<file path="config.mk">
export PLATFORM = sky130hd
export DESIGN_NAME = true_rms_meter
export DESIGN_NICKNAME = d
export VERILOG_FILES = /design/src/hdl/trm_pkg.sv /design/src/hdl/trm_front.sv /design/src/hdl/trm_queue.sv /design/src/hdl/trm_back.sv /design/src/hdl/true_rms_meter.sv
export SDC_FILE = /design/constraint.sdc
export NUM_CORES = 1
export LEC_CHECK = 0
export BUFFER_PORTS_ARGS = -buffer_cell sky130_fd_sc_hd__buf_4
export CAP_MARGIN = 15
export CORE_MARGIN = 2
export CORE_UTILIZATION = 40
export CTS_BUF_LIST = sky130_fd_sc_hd__clkbuf_8 sky130_fd_sc_hd__clkbuf_16
export DETAILED_ROUTE_END_ITERATION = 10
export PLACE_DENSITY = 0.55
export SYNTH_ARGS = -nofsm -noshare
export SYNTH_HDL_FRONTEND = slang
export SYNTH_SLANG_ARGS = --single-unit
</file>
<file path="constraint.sdc">
create_clock -name clk -period 10.45 [get_ports clk]
set_clock_uncertainty 0.05 [all_clocks]
set_input_delay 1.045 -clock clk [delete_from_list [all_inputs] [get_ports clk]]
set_output_delay 1.045 -clock clk [all_outputs]
set_load 0.02 [all_outputs]
</file>
<file path="src/hdl/trm_pkg.sv">
// Shared constants, payload types and back-end state codes for the true RMS meter.
package trm_pkg;

  localparam int SAMPLE_BITS  = 16;
  localparam int MAX_SAMPLES  = 1024;
  localparam int CNT_W        = $clog2(MAX_SAMPLES + 1);
  localparam int SQ_W         = 2 * SAMPLE_BITS;
  localparam int SUM_W        = SQ_W - 2 + CNT_W;
  localparam int ROOT_W       = SAMPLE_BITS;
  localparam int RAD_W        = 2 * ROOT_W;
  localparam int RMS_W        = 16;
  localparam int COUNT_OUT_W  = 11;
  localparam int QUEUE_DEPTH  = 2;
  localparam int QLVL_W       = $clog2(QUEUE_DEPTH + 1);

  typedef struct packed {
    logic signed [SAMPLE_BITS-1:0] sample;
    logic                          last;
  } item_t;

  typedef struct packed {
    logic [RMS_W-1:0]       rms;
    logic [COUNT_OUT_W-1:0] sample_count;
    logic                   overflow;
  } result_t;

  typedef struct packed {
    logic [SUM_W-1:0] sum;
    logic [CNT_W-1:0] count;
    logic             overflow;
  } job_t;

  typedef enum logic [1:0] {
    B_IDLE,
    B_DIV,
    B_SQRT,
    B_HOLD
  } back_state_t;

endpackage

</file>
<file path="src/hdl/trm_front.sv">
// Front end: takes samples, squares and accumulates them, closes a window into a job.
module trm_front import trm_pkg::*; (
  input  logic              clk,
  input  logic              rst,
  input  logic              item_valid,
  output logic              item_ready,
  input  item_t             item,
  input  logic [QLVL_W-1:0] level,
  output logic              push,
  output job_t              job
);

  logic [CNT_W-1:0]        count;
  logic                    ovf;
  logic                    sq_valid;
  logic                    sq_last;
  logic [SQ_W-1:0]         sq;
  logic [CNT_W-1:0]        job_count;
  logic                    job_ovf;
  logic [SUM_W-1:0]        sum;
  logic [SUM_W-1:0]        sum_add;
  logic signed [SQ_W-1:0]  prod;
  logic [QLVL_W:0]         pend;
  logic                    accept;
  logic                    take;

  // a closing window in the square stage already owns a queue slot
  assign pend       = {1'b0, level} + {{QLVL_W{1'b0}}, sq_valid & sq_last};
  assign item_ready = pend < (QLVL_W + 1)'(QUEUE_DEPTH);
  assign accept     = item_valid & item_ready;
  assign take       = count < CNT_W'(MAX_SAMPLES);
  assign prod       = item.sample * item.sample;
  assign sum_add    = sum + SUM_W'(sq);

  assign push = sq_valid & sq_last;
  assign job  = '{sum: sum_add, count: job_count, overflow: job_ovf};

  always_ff @(posedge clk) begin
    if (rst) begin
      count    <= '0;
      ovf      <= 1'b0;
      sq_valid <= 1'b0;
      sum      <= '0;
    end else begin
      sq_valid <= accept;
      if (accept) begin
        if (item.last) begin
          count <= '0;
          ovf   <= 1'b0;
        end else if (take) begin
          count <= count + 1'b1;
        end else begin
          ovf <= 1'b1;
        end
      end
      if (sq_valid) begin
        sum <= sq_last ? '0 : sum_add;
      end
    end
  end

  always_ff @(posedge clk) begin
    if (accept) begin
      sq        <= take ? SQ_W'(unsigned'(prod)) : '0;
      sq_last   <= item.last;
      job_count <= take ? count + 1'b1 : count;
      job_ovf   <= ovf | ~take;
    end
  end

`ifndef SYNTHESIS
  a_count_range: assert property (@(posedge clk) disable iff (rst)
    count <= CNT_W'(MAX_SAMPLES))
    else $error("window count past limit");
`endif

endmodule

</file>
<file path="src/hdl/trm_queue.sv">
// Two-entry job queue between the sample front end and the divide/root back end.
module trm_queue import trm_pkg::*; (
  input  logic              clk,
  input  logic              rst,
  input  logic              push,
  input  job_t              push_job,
  output logic [QLVL_W-1:0] level,
  output logic              head_valid,
  input  logic              pop,
  output job_t              head
);

  localparam int PTR_W = (QUEUE_DEPTH > 1) ? $clog2(QUEUE_DEPTH) : 1;

  job_t             slots [QUEUE_DEPTH];
  logic [PTR_W-1:0] wr_ptr;
  logic [PTR_W-1:0] rd_ptr;

  assign head_valid = level != '0;
  assign head       = slots[rd_ptr];

  always_ff @(posedge clk) begin
    if (rst) begin
      wr_ptr <= '0;
      rd_ptr <= '0;
      level  <= '0;
    end else begin
      if (push) begin
        wr_ptr <= (wr_ptr == PTR_W'(QUEUE_DEPTH - 1)) ? '0 : wr_ptr + 1'b1;
      end
      if (pop) begin
        rd_ptr <= (rd_ptr == PTR_W'(QUEUE_DEPTH - 1)) ? '0 : rd_ptr + 1'b1;
      end
      if (push && !pop) begin
        level <= level + 1'b1;
      end else if (pop && !push) begin
        level <= level - 1'b1;
      end
    end
  end

  always_ff @(posedge clk) begin
    if (push) begin
      slots[wr_ptr] <= push_job;
    end
  end

`ifndef SYNTHESIS
  a_no_overrun: assert property (@(posedge clk) disable iff (rst)
    push |-> level < QLVL_W'(QUEUE_DEPTH))
    else $error("job pushed into full queue");
  a_no_underrun: assert property (@(posedge clk) disable iff (rst)
    pop |-> level != '0)
    else $error("job popped from empty queue");
`endif

endmodule

</file>
<file path="src/hdl/trm_back.sv">
// Back end: restoring divide of the sum by the count, then a bit-pair square root.
module trm_back import trm_pkg::*; (
  input  logic    clk,
  input  logic    rst,
  input  logic    job_valid,
  output logic    job_ready,
  input  job_t    job,
  output logic    result_valid,
  input  logic    result_ready,
  output result_t result
);

  localparam int STEP_W = $clog2(SUM_W);

  back_state_t       state;
  back_state_t       state_next;
  logic [STEP_W-1:0] step;
  logic [CNT_W-1:0]  divisor;
  logic [CNT_W-1:0]  rem_d;
  logic [SUM_W-1:0]  quo;
  logic [CNT_W-1:0]  j_count;
  logic              j_ovf;
  logic [RAD_W-1:0]  rad;
  logic [ROOT_W:0]   rem_s;
  logic [ROOT_W-1:0] root;

  logic [CNT_W:0]    div_sh;
  logic [CNT_W:0]    div_sub;
  logic              div_ge;
  logic [SUM_W-1:0]  quo_step;
  logic [ROOT_W+2:0] sq_sh;
  logic [ROOT_W+2:0] sq_trial;
  logic [ROOT_W+2:0] sq_sub;
  logic              sq_ge;
  logic [ROOT_W-1:0] root_step;
  logic              div_done;
  logic              sqrt_done;
  logic              load_res;

  // one quotient bit per cycle
  assign div_sh   = {rem_d, quo[SUM_W-1]};
  assign div_sub  = div_sh - {1'b0, divisor};
  assign div_ge   = div_sh >= {1'b0, divisor};
  assign quo_step = {quo[SUM_W-2:0], div_ge};

  // one root bit per cycle, two radicand bits consumed
  assign sq_sh     = {rem_s, rad[RAD_W-1:RAD_W-2]};
  assign sq_trial  = {1'b0, root, 2'b01};
  assign sq_sub    = sq_sh - sq_trial;
  assign sq_ge     = sq_sh >= sq_trial;
  assign root_step = {root[ROOT_W-2:0], sq_ge};

  assign div_done  = step == STEP_W'(SUM_W - 1);
  assign sqrt_done = step == STEP_W'(ROOT_W - 1);

  always_comb begin
    state_next = state;
    unique case (state)
      B_IDLE: if (job_valid) state_next = B_DIV;
      B_DIV:  if (div_done) state_next = B_SQRT;
      B_SQRT: if (sqrt_done) state_next = B_HOLD;
      B_HOLD: if (!result_valid || result_ready) state_next = B_IDLE;
      default: state_next = B_IDLE;
    endcase
  end

  always_comb begin
    job_ready = 1'b0;
    load_res  = 1'b0;
    unique case (state)
      B_IDLE:  job_ready = 1'b1;
      B_HOLD:  load_res  = !result_valid || result_ready;
      default: ;
    endcase
  end

  always_ff @(posedge clk) begin
    if (rst) begin
      state        <= B_IDLE;
      result_valid <= 1'b0;
    end else begin
      state <= state_next;
      if (load_res) begin
        result_valid <= 1'b1;
      end else if (result_ready) begin
        result_valid <= 1'b0;
      end
    end
  end

  always_ff @(posedge clk) begin
    case (state)
      B_IDLE: begin
        quo     <= job.sum;
        rem_d   <= '0;
        divisor <= job.count;
        j_count <= job.count;
        j_ovf   <= job.overflow;
        step    <= '0;
      end
      B_DIV: begin
        quo   <= quo_step;
        rem_d <= div_ge ? div_sub[CNT_W-1:0] : div_sh[CNT_W-1:0];
        if (div_done) begin
          rad   <= quo_step[RAD_W-1:0];
          rem_s <= '0;
          root  <= '0;
          step  <= '0;
        end else begin
          step <= step + 1'b1;
        end
      end
      B_SQRT: begin
        rad   <= {rad[RAD_W-3:0], 2'b00};
        rem_s <= sq_ge ? sq_sub[ROOT_W:0] : sq_sh[ROOT_W:0];
        root  <= root_step;
        step  <= step + 1'b1;
      end
      default: ;
    endcase
    if (load_res) begin
      result <= '{rms: RMS_W'(root), sample_count: COUNT_OUT_W'(j_count),
                  overflow: j_ovf};
    end
  end

`ifndef SYNTHESIS
  a_div_nonzero: assert property (@(posedge clk) disable iff (rst)
    state == B_DIV |-> divisor != '0)
    else $error("divide started with zero count");
  a_ovf_full: assert property (@(posedge clk) disable iff (rst)
    load_res && j_ovf |-> j_count == CNT_W'(MAX_SAMPLES))
    else $error("overflow word without full window");
`endif

endmodule

</file>
<file path="src/hdl/true_rms_meter.sv">
// Samples are taken one per cycle while the job queue has room; the back end works on one
// window at a time (41 divide steps, 16 root steps, load and unload) and takes the next
// only when idle, and the two-entry job queue absorbs short bursts.
// Reset is synchronous: it clears the running sum, count, queue and back-end state; no
// memory clearing pass.
module true_rms_meter import trm_pkg::*; (
  input  logic    clk,
  input  logic    rst,
  input  logic    item_valid,
  output logic    item_ready,
  input  item_t   item,
  output logic    result_valid,
  input  logic    result_ready,
  output result_t result
);

  logic [QLVL_W-1:0] level;
  logic              push;
  job_t              push_job;
  logic              head_valid;
  logic              pop;
  job_t              head;
  logic              back_ready;

  assign pop = head_valid & back_ready;

  trm_front u_front (
    .clk        (clk),
    .rst        (rst),
    .item_valid (item_valid),
    .item_ready (item_ready),
    .item       (item),
    .level      (level),
    .push       (push),
    .job        (push_job)
  );

  trm_queue u_queue (
    .clk        (clk),
    .rst        (rst),
    .push       (push),
    .push_job   (push_job),
    .level      (level),
    .head_valid (head_valid),
    .pop        (pop),
    .head       (head)
  );

  trm_back u_back (
    .clk          (clk),
    .rst          (rst),
    .job_valid    (head_valid),
    .job_ready    (back_ready),
    .job          (head),
    .result_valid (result_valid),
    .result_ready (result_ready),
    .result       (result)
  );

endmodule
</file>
# == Yosys cells after proc, flatten, opt, wreduce, memory -nomap -nowiden ==
# Memories as Yosys holds them, arrays and structs flattened. A register that Yosys moved wholly into a read port is not among the register bits.
# Cells that the tools add are included.
# classes
addsub,10
multipliers,1
magnitude_cmp,4
eq_ne,10
mux,34
n_bitwise,5
reduce_logical,16
# op_table
operator,n
$pmux W41 S2,1
$pmux W32 S2,1
$add A41 B32 Y41,1
$mux W41,1
$mux W17,2
$pmux W17 S2,1
$mux W11,3
$mul A16 B16 Y32,1
$mux W32,1
$pmux W16 S2,1
$pmux W11 S2,1
$ge A19 B18 Y1,1
$pmux W6 S3,1
$sub A17 B17 Y17,1
$mux W16,1
$ge A12 B11 Y1,1
$mux W1,12
$mux W2,6
$add A11 B1 Y11 const B,1
$lt A11 B11 Y1 const B,1
$sub A11 B11 Y11,1
$reduce_bool A2 Y1,5
$pmux W2 S4,1
$add A6 B1 Y6 const B,1
other kinds (22),33
# word_totals
register_bits,269
mem_bits_rw,106
output_inout_bits,30
word_cells,105
memories,1
# mem_list
name,depth,word_bits,rd,rd_clocked_by_memory_dff,write_ports,line,source
u_queue.slots,2,53,1,1,1,trm_queue.sv:15,job_t slots [QUEUE_DEPTH];

# == Longest topological paths before layout ==
# depth
ltp_word,6
mapped_depth,26
ltp_nobuf,23

# == Hierarchy ==
# Synthesis repeated with hierarchy kept, for this count alone.
# unflattened
cells_unflattened,2454
hier_area_um2,26989.6
# by_module_without_submodules
module,n_inst,cells_per_inst,area_per_inst_um2,seq_area_each_um2
trm_front,1,1635,14695.3,2402.3
trm_back,1,632,8245.4,4954.8
trm_queue,1,186,4042.6,3283.1
true_rms_meter,1,1,6.3,0.0

# == Worst setup path before layout ==
# Ideal clock, no wire load.
# synth_timing
kind,input port to flip-flop
start,input port item[5] (netlist name)
end,"register u_front.sq[30], data pin"
setup_time_ps,262
arrival_ps,7129
required_ps,10138
path_slack_ps,3009
cell_stages,21
n_path_buf,2
cell_sequence,clkbuf_1 -> clkbuf_1 -> nand2_1 -> fa_1 -> inv_1 -> fa_1 -> fa_1 -> fa_1 -> fa_1 -> inv_1 -> fa_1 -> inv_1 -> ha_1 -> or2_1 -> a31o_1 -> or4_1 -> a31o_1 -> o211ai_1 -> a21oi_1 -> a31oi_1 -> mux2_1
# synth_between
elab_chain_cells,1
# synth_lines
element,line,source
from (decl),true_rms_meter.sv:11,"input item_t item,"
$mul A16 B16 Y32,trm_front.sv:32,assign prod = item.sample * item.sample;
to (signal assigned),trm_front.sv:64,sq <= take ? SQ_W'(unsigned'(prod)) : '0;
to (decl),trm_front.sv:17,logic [SQ_W-1:0] sq;
# Every way passes these cells.
# A chain may end at the register's enable or synchronous reset.

# == Worst setup path after layout ==
# layout_timing
start,input port item[16] (netlist name)
end,"register u_front.sq[30], data pin"
# The elaborated chain is that of the path after synthesis.

==> reports/summary.txt <==
horizontal die dimension -> 262 um
DIE HEIGHT -> 262 um
ys flop type -> edfxtp_1
final hold violation count -> 0
post-route cell area -> 29100 um2
post-CTS setup buffers -> 0
initial antenna violation count -> 0
clock sinks -> 375
CP required -> 10680 ps
largest net degree at the start of global routing -> 95
fillers -> 6234
post_cts resized -> 0
total I/O pin count -> 51
Rows -> 94
critical path startpoint category -> input port
Ys Warns -> 0
clk slew on worst S/H paths -> 60 ps
Worst-Skew Late Latency -> 540 ps
root buffer cell -> clkbuf_16
first-pass GRT wire length -> 89700 um
CP endpoint kind -> register
GRT overflow -> 0
area occupied by multi-input gates -> 14100 um2
register area share after synthesis -> 0.400
port buffer count -> 50
CTS tree -> yes
non-filler cells, final -> 3366
Initial DRT Pass Iterations -> 4
CTS Hold Bufs -> 0
Rel. slew slack -> 0.399
Cell Area, Synth -> 26600 um2
most common cell after layout, fill and taps aside -> inv_1
Yosys reg bits -> 375
Worst Tran Pin Value -> 899 ps
diode count -> 0
Initial Utilization -> 0.404
die area -> 68600 um2
max-slew violation count -> 0
Net count, final -> 2889
ys async rst share -> 0
post-DP HPWL -> 41100 um
crit path kind -> input port to register
drt drc -> 0
share of cells above drive strength 1 -> 0.0799
# Max-Cap Violations -> 0
final wirelength -> 54400 um
final worst path period share -> 0.699
final worst slack -> 3150 ps
setup TNS -> 0 ps
Syn Area/Cell -> 10.8 um2
Min-Delay Path Class -> register to register
Setup violations, final -> 0
post-synthesis cell count -> 2459
share of the synthesized area in the top cell type -> 0.353
gpl congestion -> 0.894
htree depth -> 2
Mapped Nets -> 2876
highest clock rate -> 0.137 GHz
DR WL/cell -> 16.2 um
Placed Cells incl. Taps -> 3296
status -> finished clean
Final Critical Period -> 7300 ps
unrepaired setup endpoints after global routing -> no
FF+latch area -> 10600 um2
DP Area -> 27900 um2
crit path max fanout -> 17
vias in the first global route -> 17500
clk buf depth -> 3
CTS buffer count -> 38
antenna viol nets, final -> 0
top post-synthesis cells by area -> edfxtp_1, fa_1, ha_1, inv_1, dfxtp_1
starting DRC count in detailed routing -> 865
DP Worst Slack -> 2620 ps
worst-case reg-to-reg path depth -> 9
Worst Hold Depth -> 0
area delta synth->final -> 9.34%
arrival time at the worst endpoint -> 7530 ps
number of synthesized flops with an enable pin -> 313
Overall Global Routing Usage -> 0.161
Vias -> 16800
count of cell types in the netlist -> 83
most frequent cells in the layout -> inv_1, edfxtp_1, fa_1
Synth area leader -> edfxtp_1
core area -> 65900 um2
via density per instance -> 5.00
[state kept, by name, summed over array words and instances (netlist names), 2 cells and up, named ones only]
name	flops
u_front.job_count	11
u_queue.slots	106
u_front.sq	31
u_front.sum	41
u_back.rad	32
u_front.count	11
u_back.state	2
u_back.result	28
u_back.divisor	11
u_back.root	16
u_back.rem_d	11
u_queue.level	2
u_back.rem_s	17
u_back.step	6
u_back.quo	41
[path summary, 6_finish.rpt]
kind	from	to	slack, ps
worst max-delay path	item[16]	u_front.sq[30]$_SDFFCE_PP0P_	3150
worst min-delay path	u_back.j_ovf$_DFFE_PP_	u_back.result[0]$_DFFE_PP_	380
worst max register to register	u_front.sq[12]$_SDFFCE_PP0P_	u_queue.slots[0][51]$_DFFE_PP_	6950
worst min register to register	u_back.j_ovf$_DFFE_PP_	u_back.result[0]$_DFFE_PP_	380
[cell families after synthesis]
kind of cell	synth area share
AND/OR/NAND/NOR	0.107
buffers and inverters	0.0711
adder cells (fa/ha/maj)	0.252
flip-flops	0.400
AO/OA/AOI/OAI	0.0930
multiplexers	0.0431
XOR/XNOR	0.0339
[per-layer routing]
| metal | vias to the layer above | track usage | share of wire |
|---|---|---|---|
| met5 | - | 0 | 0 |
| met4 | 0 | 0.0352 | 0.015 |
| met3 | 59 | 0.0148 | 0.026 |
| met2 | 210 | 0.273 | 0.47 |
| met1 | 8249 | 0.225 | 0.49 |
| li1 | 8319 | - | - |
[cells in the mapped netlist, types with 26 or more instances]
master and count:
edfxtp_1 313, nand2_1 176, nor2_1 198, a22oi_1 28, fa_1 234, nand3_1 35
mux2_2 44, o21ai_0 80, mux2i_1 64, dfxtp_1 62, a21oi_1 87, xnor2_1 67
xor2_1 36, nor3_1 37, and2_1 41, inv_1 405, clkbuf_1 63, ha_1 162
nor2b_1 26
[worst max-delay path, cell delays in order]
cell      delay (ps)
buf_4            180
inv_1            430
nor2_1           120
xnor2_1          150
ha_1             280
inv_1             60
fa_1             520
inv_1             60
fa_1             510
fa_1             520
fa_1             550
inv_1             50
fa_1             530
inv_1             40
ha_1             340
a211o_1          310
a31o_1           220
or4_1            410
a31o_1           230
o211ai_1         270
a21oi_1          150
a31oi_1          200
mux2_1           340
[layout make-up]
| type | count | area share |
|---|---|---|
| Clock inverter | 27 | 0.00769 |
| Timing Repair Buffer | 63 | 0.0162 |
| Sequential cell | 375 | 0.366 |
| Inverter | 408 | 0.0526 |
| Multi-Input combinational cell | 1586 | 0.485 |
| Clock buffer | 43 | 0.0354 |
| Tap cell | 864 | 0.0371 |
[per-stage QoR]
step / utilization / hold slack, ps
2_1_floorplan: - / 350
3_3_place_gp: 0.423 / 353
3_5_place_dp: 0.423 / 357
4_1_cts: 0.442 / 381
5_1_grt: 0.442 / 396
6_report: 0.442 / 376
Power is not shown: default switching activity piles up to over one toggle a cycle in this logic, so the estimate is an artifact.
